**src/rtl/core/gdr_pkg.sv**
```systemverilog
// Gregorian date register: shared types, codes, constants and calendar functions.
// Used by every module of the block; has no dependencies.

package gdr_pkg;

  localparam logic [13:0] YEAR_MIN     = 14'd1900;
  localparam logic [13:0] YEAR_MAX     = 14'd9999;
  localparam logic [4:0]  ADD_MAX      = 5'd27;
  localparam logic [8:0]  DAYS_LEAP    = 9'd366;
  localparam logic [8:0]  DAYS_COMMON  = 9'd365;
  localparam logic [4:0]  FEB_LEAP_DAY = 5'd29;
  localparam logic [3:0]  MONTH_JAN    = 4'd1;
  localparam logic [3:0]  MONTH_FEB    = 4'd2;
  localparam logic [3:0]  MONTH_DEC    = 4'd12;
  localparam logic [4:0]  DAY_FIRST    = 5'd1;
  // 25 * INV25 == 1 mod 2^14; y divisible by 25 iff y * INV25 mod 2^14 <= DIV25_LIMIT
  localparam logic [13:0] INV25        = 14'd7209;
  localparam logic [13:0] DIV25_LIMIT  = 14'd655;

  typedef enum logic [2:0] {
    REQ_LOAD      = 3'd0,
    REQ_SET_MONTH = 3'd1,
    REQ_SET_DAY   = 3'd2,
    REQ_SET_YEAR  = 3'd3,
    REQ_ADVANCE   = 3'd4
  } req_e;

  typedef enum logic [1:0] {
    ERR_OK    = 2'd0,
    ERR_YEAR  = 2'd1,
    ERR_MONTH = 2'd2,
    ERR_DAY   = 2'd3
  } err_e;

  typedef struct packed {
    logic [2:0]  req_type;
    logic [3:0]  month_in;
    logic [4:0]  day_in;
    logic [13:0] year_in;
    logic [4:0]  days_to_add;
  } req_t;

  typedef struct packed {
    logic [3:0]  cur_month;
    logic [4:0]  cur_day;
    logic [13:0] cur_year;
    logic        is_leap;
    logic [8:0]  day_of_year;
    logic [8:0]  days_remaining;
    logic [1:0]  error_code;
  } rsp_t;

  function automatic logic gdr_is_leap(logic [13:0] y);
    logic [13:0] prod;
    logic        div25;
    prod  = 14'(y * INV25);
    div25 = (prod <= DIV25_LIMIT);
    return (y[1:0] == 2'b00) && (!div25 || (y[3:0] == 4'b0000));
  endfunction

  function automatic logic [4:0] gdr_month_len(logic [3:0] m, logic leap);
    logic [4:0] len;
    unique case (m)
      4'd1, 4'd3, 4'd5, 4'd7, 4'd8, 4'd10, 4'd12: len = 5'd31;
      4'd4, 4'd6, 4'd9, 4'd11:                     len = 5'd30;
      4'd2:                                        len = leap ? 5'd29 : 5'd28;
      default:                                     len = 5'd0;
    endcase
    return len;
  endfunction

  function automatic logic [8:0] gdr_days_before(logic [3:0] m);
    logic [8:0] d;
    unique case (m)
      4'd2:    d = 9'd31;
      4'd3:    d = 9'd59;
      4'd4:    d = 9'd90;
      4'd5:    d = 9'd120;
      4'd6:    d = 9'd151;
      4'd7:    d = 9'd181;
      4'd8:    d = 9'd212;
      4'd9:    d = 9'd243;
      4'd10:   d = 9'd273;
      4'd11:   d = 9'd304;
      4'd12:   d = 9'd334;
      default: d = 9'd0;
    endcase
    return d;
  endfunction

endpackage

```
**src/rtl/core/gdr_in_stage.sv**
```systemverilog
// Gregorian date register: input register with valid/stall handshake.
// Depends on gdr_pkg for the request type.

module gdr_in_stage (
  input  logic          clk_i,
  input  logic          rst_ni,
  input  logic          req_valid_i,
  output logic          req_stall_o,
  input  gdr_pkg::req_t req_i,
  input  logic          down_ready_i,
  output logic          valid_o,
  output gdr_pkg::req_t req_o
);
  import gdr_pkg::*;

  logic valid_q, valid_d;
  req_t req_q;
  logic accept;

  assign req_stall_o = valid_q && !down_ready_i;
  assign accept      = req_valid_i && !req_stall_o;

  always_comb begin
    valid_d = valid_q;
    if (accept) begin
      valid_d = 1'b1;
    end else if (down_ready_i) begin
      valid_d = 1'b0;
    end
  end

  always_ff @(posedge clk_i or negedge rst_ni) begin
    if (!rst_ni) begin
      valid_q <= 1'b0;
    end else begin
      valid_q <= valid_d;
    end
  end

  always_ff @(posedge clk_i) begin
    if (accept) begin
      req_q <= req_i;
    end
  end

  assign valid_o = valid_q;
  assign req_o   = req_q;

endmodule

```
**src/rtl/core/gdr_update.sv**
```systemverilog
// Gregorian date register: stored date and the next-date logic for one request.
// Depends on gdr_pkg for types, codes and calendar functions.

module gdr_update (
  input  logic          clk_i,
  input  logic          rst_ni,
  input  logic          fire_i,
  input  gdr_pkg::req_t req_i,
  output gdr_pkg::rsp_t rsp_o
);
  import gdr_pkg::*;

  logic [3:0]  month_q, month_d;
  logic [4:0]  day_q, day_d;
  logic [13:0] year_q, year_d;
  logic        leap_q, leap_d;

  logic        leap_in, leap_nx;
  logic [13:0] year_nx;
  logic [4:0]  len_cur, len_in, add_sat;
  logic [5:0]  day_sum, day_wrap;
  logic [8:0]  doy, ylen;
  err_e        err;

  always_comb begin
    year_nx  = (year_q == YEAR_MAX) ? YEAR_MIN : year_q + 14'd1;
    leap_in  = gdr_is_leap(req_i.year_in);
    leap_nx  = gdr_is_leap(year_nx);
    len_cur  = gdr_month_len(month_q, leap_q);
    len_in   = gdr_month_len(req_i.month_in, leap_in);
    add_sat  = (req_i.days_to_add > ADD_MAX) ? ADD_MAX : req_i.days_to_add;
    day_sum  = {1'b0, day_q} + {1'b0, add_sat};
    day_wrap = day_sum - {1'b0, len_cur};

    month_d = month_q;
    day_d   = day_q;
    year_d  = year_q;
    leap_d  = leap_q;
    err     = ERR_OK;

    unique case (req_e'(req_i.req_type))
      REQ_LOAD: begin
        if (req_i.year_in < YEAR_MIN || req_i.year_in > YEAR_MAX) begin
          err = ERR_YEAR;
        end else if (req_i.month_in < MONTH_JAN || req_i.month_in > MONTH_DEC) begin
          err = ERR_MONTH;
        end else if (req_i.day_in < DAY_FIRST || req_i.day_in > len_in) begin
          err = ERR_DAY;
        end else begin
          year_d  = req_i.year_in;
          month_d = req_i.month_in;
          day_d   = req_i.day_in;
          leap_d  = leap_in;
        end
      end
      REQ_SET_MONTH: begin
        if (req_i.month_in >= MONTH_JAN && req_i.month_in <= MONTH_DEC) begin
          month_d = req_i.month_in;
        end else begin
          err = ERR_MONTH;
        end
      end
      REQ_SET_DAY: begin
        if (req_i.day_in >= DAY_FIRST && req_i.day_in <= len_cur) begin
          day_d = req_i.day_in;
        end else begin
          err = ERR_DAY;
        end
      end
      REQ_SET_YEAR: begin
        if (req_i.year_in >= YEAR_MIN && req_i.year_in <= YEAR_MAX) begin
          year_d = req_i.year_in;
          leap_d = leap_in;
          if (!leap_in && month_q == MONTH_FEB && day_q == FEB_LEAP_DAY) begin
            day_d = DAY_FIRST;
          end
        end else begin
          err = ERR_YEAR;
        end
      end
      REQ_ADVANCE: begin
        if (day_sum > {1'b0, len_cur}) begin
          day_d = day_wrap[4:0];
          if (month_q == MONTH_DEC) begin
            month_d = MONTH_JAN;
            year_d  = year_nx;
            leap_d  = leap_nx;
          end else begin
            month_d = month_q + 4'd1;
          end
        end else begin
          day_d = day_sum[4:0];
        end
      end
      default: begin
      end
    endcase

    doy  = gdr_days_before(month_d) + {4'b0, day_d}
         + {8'b0, (leap_d && month_d > MONTH_FEB)};
    ylen = leap_d ? DAYS_LEAP : DAYS_COMMON;

    rsp_o.cur_month      = month_d;
    rsp_o.cur_day        = day_d;
    rsp_o.cur_year       = year_d;
    rsp_o.is_leap        = leap_d;
    rsp_o.day_of_year    = doy;
    rsp_o.days_remaining = (doy <= ylen) ? ylen - doy : 9'd0;
    rsp_o.error_code     = err;
  end

  always_ff @(posedge clk_i or negedge rst_ni) begin
    if (!rst_ni) begin
      month_q <= MONTH_JAN;
      day_q   <= DAY_FIRST;
      year_q  <= YEAR_MIN;
      leap_q  <= 1'b0;
    end else if (fire_i) begin
      month_q <= month_d;
      day_q   <= day_d;
      year_q  <= year_d;
      leap_q  <= leap_d;
    end
  end

endmodule

```
**src/rtl/core/gdr_out_stage.sv**
```systemverilog
// Gregorian date register: result register with valid/stall handshake.
// Depends on gdr_pkg for the result type.

module gdr_out_stage (
  input  logic          clk_i,
  input  logic          rst_ni,
  input  logic          fire_i,
  input  gdr_pkg::rsp_t rsp_i,
  output logic          ready_o,
  output logic          rsp_valid_o,
  input  logic          rsp_stall_i,
  output gdr_pkg::rsp_t rsp_o
);
  import gdr_pkg::*;

  logic valid_q, valid_d;
  rsp_t rsp_q;

  assign ready_o = !valid_q || !rsp_stall_i;

  always_comb begin
    valid_d = valid_q;
    if (fire_i) begin
      valid_d = 1'b1;
    end else if (!rsp_stall_i) begin
      valid_d = 1'b0;
    end
  end

  always_ff @(posedge clk_i or negedge rst_ni) begin
    if (!rst_ni) begin
      valid_q <= 1'b0;
    end else begin
      valid_q <= valid_d;
    end
  end

  always_ff @(posedge clk_i) begin
    if (fire_i) begin
      rsp_q <= rsp_i;
    end
  end

  assign rsp_valid_o = valid_q;
  assign rsp_o       = rsp_q;

endmodule

```
**src/rtl/core/gregorian_date_register_top.sv**
```systemverilog
// Gregorian date register: top level joining input register, date update and result register.
// Depends on gdr_pkg, gdr_in_stage, gdr_update and gdr_out_stage.
//
//   channel   direction   handshake                 payload
//   request   in          req_valid_i / req_stall_o req_i (gdr_pkg::req_t)
//   response  out         rsp_valid_o / rsp_stall_i rsp_o (gdr_pkg::rsp_t)
//
// One request per cycle sustained while responses do not stall; a response is valid once
// its request reaches the result register and is taken at an edge without a response stall.
// The date update for a request is done in the cycle in which it moves from the input
// register to the result register, so the next request sees the updated date.
// Reset sets the date to 1 January 1900 and empties both registers.
// A stalled response holds the result register; a new request is still taken while
// the input register is empty.

module gregorian_date_register_top (
  input  logic          clk_i,
  input  logic          rst_ni,
  input  logic          req_valid_i,
  output logic          req_stall_o,
  input  gdr_pkg::req_t req_i,
  output logic          rsp_valid_o,
  input  logic          rsp_stall_i,
  output gdr_pkg::rsp_t rsp_o
);
  import gdr_pkg::*;

  logic valid_s1;
  req_t req_s1;
  rsp_t rsp_next;
  logic out_ready;
  logic fire;

  assign fire = valid_s1 && out_ready;

  gdr_in_stage u_in (
    .clk_i        (clk_i),
    .rst_ni       (rst_ni),
    .req_valid_i  (req_valid_i),
    .req_stall_o  (req_stall_o),
    .req_i        (req_i),
    .down_ready_i (out_ready),
    .valid_o      (valid_s1),
    .req_o        (req_s1)
  );

  gdr_update u_upd (
    .clk_i  (clk_i),
    .rst_ni (rst_ni),
    .fire_i (fire),
    .req_i  (req_s1),
    .rsp_o  (rsp_next)
  );

  gdr_out_stage u_out (
    .clk_i       (clk_i),
    .rst_ni      (rst_ni),
    .fire_i      (fire),
    .rsp_i       (rsp_next),
    .ready_o     (out_ready),
    .rsp_valid_o (rsp_valid_o),
    .rsp_stall_i (rsp_stall_i),
    .rsp_o       (rsp_o)
  );

endmodule

```
**config.mk**
```make
export PLATFORM = sky130hd
export DESIGN_NAME = gregorian_date_register_top
export DESIGN_NICKNAME = d
export VERILOG_FILES = /design/src/rtl/core/gdr_pkg.sv /design/src/rtl/core/gdr_in_stage.sv /design/src/rtl/core/gdr_update.sv /design/src/rtl/core/gdr_out_stage.sv /design/src/rtl/core/gregorian_date_register_top.sv
export SDC_FILE = /design/constraint.sdc
export NUM_CORES = 1
export LEC_CHECK = 0
export BUFFER_PORTS_ARGS = -buffer_cell sky130_fd_sc_hd__buf_2
export CAP_MARGIN = 25
export CORE_ASPECT_RATIO = 1.4
export CORE_MARGIN = 10
export CORE_UTILIZATION = 40
export DETAILED_ROUTE_END_ITERATION = 8
export HOLD_SLACK_MARGIN = 0.06
export PLACE_DENSITY = 0.56
export SYNTH_ARGS = -nofsm -noshare
export SYNTH_HDL_FRONTEND = slang
export SYNTH_HIERARCHICAL = 1
export SYNTH_SLANG_ARGS = --single-unit
```
**constraint.sdc**
```tcl
create_clock -name clk_i -period 22.2 [get_ports clk_i]
set_input_delay 2.22 -clock clk_i [delete_from_list [all_inputs] [get_ports clk_i]]
set_output_delay 2.22 -clock clk_i [all_outputs]
set_load 0.01 [all_outputs]
```
### Word-level counts from Yosys, hierarchy flattened

Memories as Yosys holds them, arrays and structs flattened.
Index checks and enable logic that the tools add are counted.

| storage, ports and cells | value |
|---|---|
| output and inout bits | 46 |
| bits in writable memories | 0 |
| logic and storage cells | 158 |
| bits in registers | 101 |
| bits in latches | 0 |
| bits of input ports | 35 |
| memories kept | 1 |
| ROM bits | 144 |

| operators by class | value |
|---|---|
| shifts and indexed selects | 0 |
| bitwise logic cells | 0 |
| multiply operators | 2 |
| $add $sub $neg | 7 |
| eq/ne operators | 31 |
| muxes and demuxes | 47 |
| $lt $le $gt $ge | 18 |
| reductions and logical operators | 34 |
| divide/modulo/power cells | 0 |

Memory list:

| memory | words | bits a word | rd ports | clocked after Yosys merged registers in | write ports | line | RTL |
|---|---|---|---|---|---|---|---|
| (no name shown) | 16 | 9 | 1 | 0 | 0 | gdr_pkg.sv:74 | `unique case (m)` |

Operator list:

| kind | number |
|---|---|
| two-way mux 14 bit | 7 |
| case mux 14 bit (3 select lines) | 1 |
| equality test 4 bit (second input constant) | 10 |
| two-way mux 5 bit | 8 |
| equality test 4 x 3 -> 1 bit (second input constant) | 8 |
| case mux 5 bit (3 select lines) | 2 |
| less-or-equal comparator 14 x 10 -> 1 bit (second input constant) | 2 |
| multiplier 14 x 13 -> 14 bit (second input constant) | 2 |
| two-way mux 4 bit | 6 |
| case mux 5 bit (4 select lines) | 1 |
| equality test 4 x 2 -> 1 bit (second input constant) | 4 |
| adder 14 x 1 -> 14 bit (second input constant) | 1 |
| equality test 14 bit (second input constant) | 1 |
| greater-or-equal comparator 14 x 11 -> 1 bit (second input constant) | 1 |
| > comparator 14 bit (second input constant) | 1 |
| less-or-equal comparator 14 bit (second input constant) | 1 |
| < comparator 14 x 11 -> 1 bit (second input constant) | 1 |
| OR reduction 7 bit | 2 |
| two-way mux 1 bit | 13 |
| two-way mux 2 bit | 6 |
| case mux 4 bit (3 select lines) | 1 |
| logical AND 1 bit | 11 |
| adder 9 x 1 -> 9 bit | 1 |
| adder 9 x 5 -> 9 bit | 1 |
| 31 further kinds | 47 |

### Logic depth before layout (Yosys ltp)

| logic depth | value |
|---|---|
| word-level depth | 17 |
| gate-level depth with buffers | 44 |
| depth with buffers taken out | 43 |

### Modules after synthesis

The synthesis kept the hierarchy.

Modules (own cells, without submodules):

| module | cells an instance | area an instance (um2) | instances | sequential area each (um2) |
|---|---|---|---|---|
| gdr_update | 775 | 6216.0 | 1 | 611.8 |
| gdr_out_stage | 47 | 1357.6 | 1 | 1346.3 |
| gdr_in_stage | 36 | 988.4 | 1 | 955.9 |
| gregorian_date_register_top | 1 | 6.3 | 1 | 0.0 |

### Worst setup path after synthesis

No wires, ideal clock.

| timing path | value |
|---|---|
| path type | reg2reg |
| start point | register u_in.req_q, in the netlist u_in/req_o[9] |
| end point | register u_out.rsp_q, in the netlist u_out/rsp_o[9] (data pin) |
| data required time | 21940 ps |
| arrival time | 8308 ps |
| cell stages (with the launch flop) | 40 |
| clock period less this slack | 8567 ps |
| setup time | 260 ps |
| path slack | 13633 ps |
| path buffers | 0 |
| path through | edfxtp_1 -> ha_1 -> ha_1 -> ha_1 -> inv_1 -> fa_1 -> inv_1 -> ha_1 -> a21o_1 -> a21oi_1 -> o21bai_1 -> a21oi_1 -> o21bai_1 -> a21oi_1 -> xnor2_1 -> o21a_1 -> a21oi_1 -> a211o_1 -> [... 4 more ...] -> a211oi_4 -> a21oi_2 -> o31a_1 -> a311oi_4 -> inv_1 -> ha_1 -> o21ai_0 -> nand2_1 -> fa_1 -> inv_1 -> fa_1 -> inv_1 -> ha_1 -> a21oi_1 -> and2_1 -> a21o_1 -> nand3_1 -> mux2_2 |

RTL lines:

| element | line | RTL |
|---|---|---|
| from (decl) | gdr_in_stage.sv:17 | `req_t req_q;` |
| from (signal assigned) | gdr_in_stage.sv:42 | `req_q <= req_i;` |
| to (signal assigned) | gdr_out_stage.sv:40 | `rsp_q <= rsp_i;` |
| to (decl) | gdr_out_stage.sv:17 | `rsp_t rsp_q;` |

==> flow_metrics.tcl <==
set metrics [dict create \
    final_common_cell "ha_1" \
    grt_overflow 0 \
    critPathMaxStageDelay_ns 0.59 \
    hpwl_um 16900 \
    n_antenna_cell 0 \
    cpMostUsedCell "ha_1" \
    synth_top_flop_cell "edfxtp_1" \
    grt_usage_pct 15.3 \
    reg2reg_to "u_out/rsp_o[9]" \
    cts_resized 0 \
    route.detailed.drc 0 \
    maxSlewViolCount 0 \
    rr_startpoint "u_in/req_o[9]" \
    layout_common_cells "ha_1 (117), inv_1 (116), buf_2 (80)" \
    cts_tree "done" \
    slew_headroom_pct 38.4 \
    cp.required_ns 22.31 \
    dieHeight_um 193 \
    status "complete, no violations" \
    setup_viol 0 \
    wl_um 21000 \
    syn-cell-area_um2 8570 \
    clock_skew_ns 0.0126 \
    avgRoutedWirePerCell_um 17.6 \
    synth_edf_count 75 \
    async_reset_ff_share_pct 25.7 \
    maxCapViolCount 0 \
    synth_fp_nets 1037 \
    h-tree-depth 3 \
    r2r_cells 40 \
    clockRootBuffer "clkbuf_16" \
    numClockSinks 101 \
    gp_congestion 0.834 \
    placementRows 63 \
    io_pins 81 \
    avgSynthCellArea_um2 9.97 \
    drt-vias-per-instance 5.38 \
    hold_path_class "reg -> reg" \
    finalHoldViolCount 0 \
    drive_above_1_share_pct 16.1 \
    vias 6407 \
    die_w_um 144 \
    slowest_stage "fa_1" \
    ctsHoldBuffers 0 \
    die_area_um2 27800 \
    numPortBuffers 80 \
    tightest_slew_ns 0.924 \
    fin_crit_sh_pct 43.0 \
    core_um2 21100 \
    ys_warn_count 6 \
    cp-start-kind "register" \
    ant_nets 0 \
    grt_start_max_net_pins 66 \
    startpoint "u_in/req_o[9]" \
    crit_type "reg -> reg" \
    end_kind "register" \
    start_util_pct 40.6 \
    grt_pass1_vias 6343 \
    antenna_found_initial 0 \
    rsz0062_at_grt "false" \
    yosys.cell_types.count 82 \
    cts_buffer_depth 2 \
    worstSetupEndpoint "u_out/rsp_o[9]" \
    drt_iter0_markers 409 \
    synth.yosys.seq_area_share_pct 34.0 \
    crit_fanout 13 \
    grt_pass1_wl_um 33200 \
    final.setup.tns_ns 0 \
    period_minus_slack_ns 9.55 \
    cts-buffers-inserted 9 \
    nets 1105 \
    syn_inst 859 \
    ys_ff_latch 101 \
    first_pass_iters 5 \
    clk_pin_slew_worst_paths_ns 0.07 \
    crit_arrival_ns 9.65 \
    post-cts-setup-buffers 0 \
    clk_latency_ns 0.36 \
    areaGrowthSynthToFinish_pct 10.7 \
    max_freq_mhz 105 \
    r2r_slack_ns 12.65 \
]
-- registers in the layout, summed over array words and instances (netlist names) --
| signal | cells |
|---|---|
| u_upd/day_q | 5 |
| u_in/valid_o | 1 |
| u_upd/month_q | 4 |
| u_out/rsp_o | 44 |
| u_in/req_o | 31 |
| u_upd/year_q | 14 |
| u_out/rsp_valid_o | 1 |
| u_upd/leap_q | 1 |
-- worst max-delay path: cells and delay by family (launching register included) --
family          cells  cell delay, ns
compound gates     20            4.41
xor+xnor            1            0.18
buf+inv             4            0.25
flops               1            0.50
mux                 1            0.33
simple gates        6            0.98
fa+ha+maj           8            2.63
-- worst min path at each step --
stage                            from                 to  slack [ns]  depth (start not counted)
detailed placement  u_out/rsp_valid_o  u_out/rsp_valid_o        0.50                          1
CTS                 u_out/rsp_valid_o  u_out/rsp_valid_o        0.52                          1
global placement    u_out/rsp_valid_o  u_out/rsp_valid_o        0.48                          1
finish              u_out/rsp_valid_o  u_out/rsp_valid_o        0.51                          1
global route        u_out/rsp_valid_o  u_out/rsp_valid_o        0.54                          1
floorplan              u_upd/day_q[0]     u_upd/day_q[0]        0.50                          2
-- per-layer routing --
layer | vias up | wire, um | global-route usage [%]
met4 | 0 | 531 | 5.59
met3 | 24 | 650 | 2.50
met1 | 3091 | 8450 | 17.1
met2 | 116 | 11300 | 28.3
li1 | 3176 | - | -
met5 | - | 0 | 0
-- cells in the mapped netlist (all sizes together) (5+ instances only) --
cell type | instances | area, um2
o211ai | 5 | 42.5
and2 | 7 | 46.3
inv | 117 | 439
edfxtp | 75 | 2250
nand2 | 59 | 224
ha | 117 | 1460
o31ai | 5 | 42.5
a21o | 12 | 90.1
buf | 8 | 56.3
o21a | 8 | 61.3
dfrtp | 17 | 425
fa | 26 | 521
mux2 | 9 | 101
nor3 | 11 | 66.3
nand3 | 17 | 85.1
xor2 | 16 | 140
xnor2 | 43 | 384
nand2b | 10 | 70.1
or3 | 5 | 31.3
nor2b | 12 | 75.1
a21oi | 58 | 317
o21ai | 42 | 210
and3 | 8 | 50.1
nor2 | 47 | 176
dfstp | 9 | 236
nor4 | 6 | 37.5
a22oi | 6 | 45.0
clkbuf | 19 | 71.3
nand4 | 8 | 50.1
a221o | 8 | 80.1
a222oi | 5 | 50.1
-- final cells by class --
| class | instances | area [um2] |
|---|---|---|
| Tap cell | 260 | 325 |
| Sequential cell | 101 | 2910 |
| Clock buffer | 9 | 225 |
| Clock inverter | 7 | 65.1 |
| Multi-Input combinational cell | 613 | 5080 |
| Timing Repair Buffer | 84 | 430 |
| Inverter | 118 | 448 |
| Fill cell | 2079 | 11600 |
-- through the flow --
stage / hold WS (ns) / worst slack [ns] / cells / area (um2) / utilization, %
6_report: 0.506 / 12.65 / 1192 / 9490 / 44.9
5_1_grt: 0.540 / 11.92 / 1192 / 9490 / 44.9
4_1_cts: 0.518 / 12.58 / 1192 / 9490 / 44.9
3_5_place_dp: 0.501 / 12.63 / 1176 / 9200 / 43.5
3_3_place_gp: 0.481 / 12.59 / 1175 / 9190 / 43.5
2_1_floorplan: 0.495 / 13.63 / 859 / 8570 / -
-- logic make-up after synthesis --
family          count (synthesis)  share of synthesized area [%]
fa+ha+maj                     143                           23.2
flops                         101                           34.0
buf+inv                       145                           6.72
compound gates                193                           16.1
xor+xnor                       59                           6.12
simple gates                  206                           12.3
mux                            12                           1.53
Power is left out: the tool's default activity adds up to more than one toggle a clock period on the data nets, which glitch-free logic cannot reach.
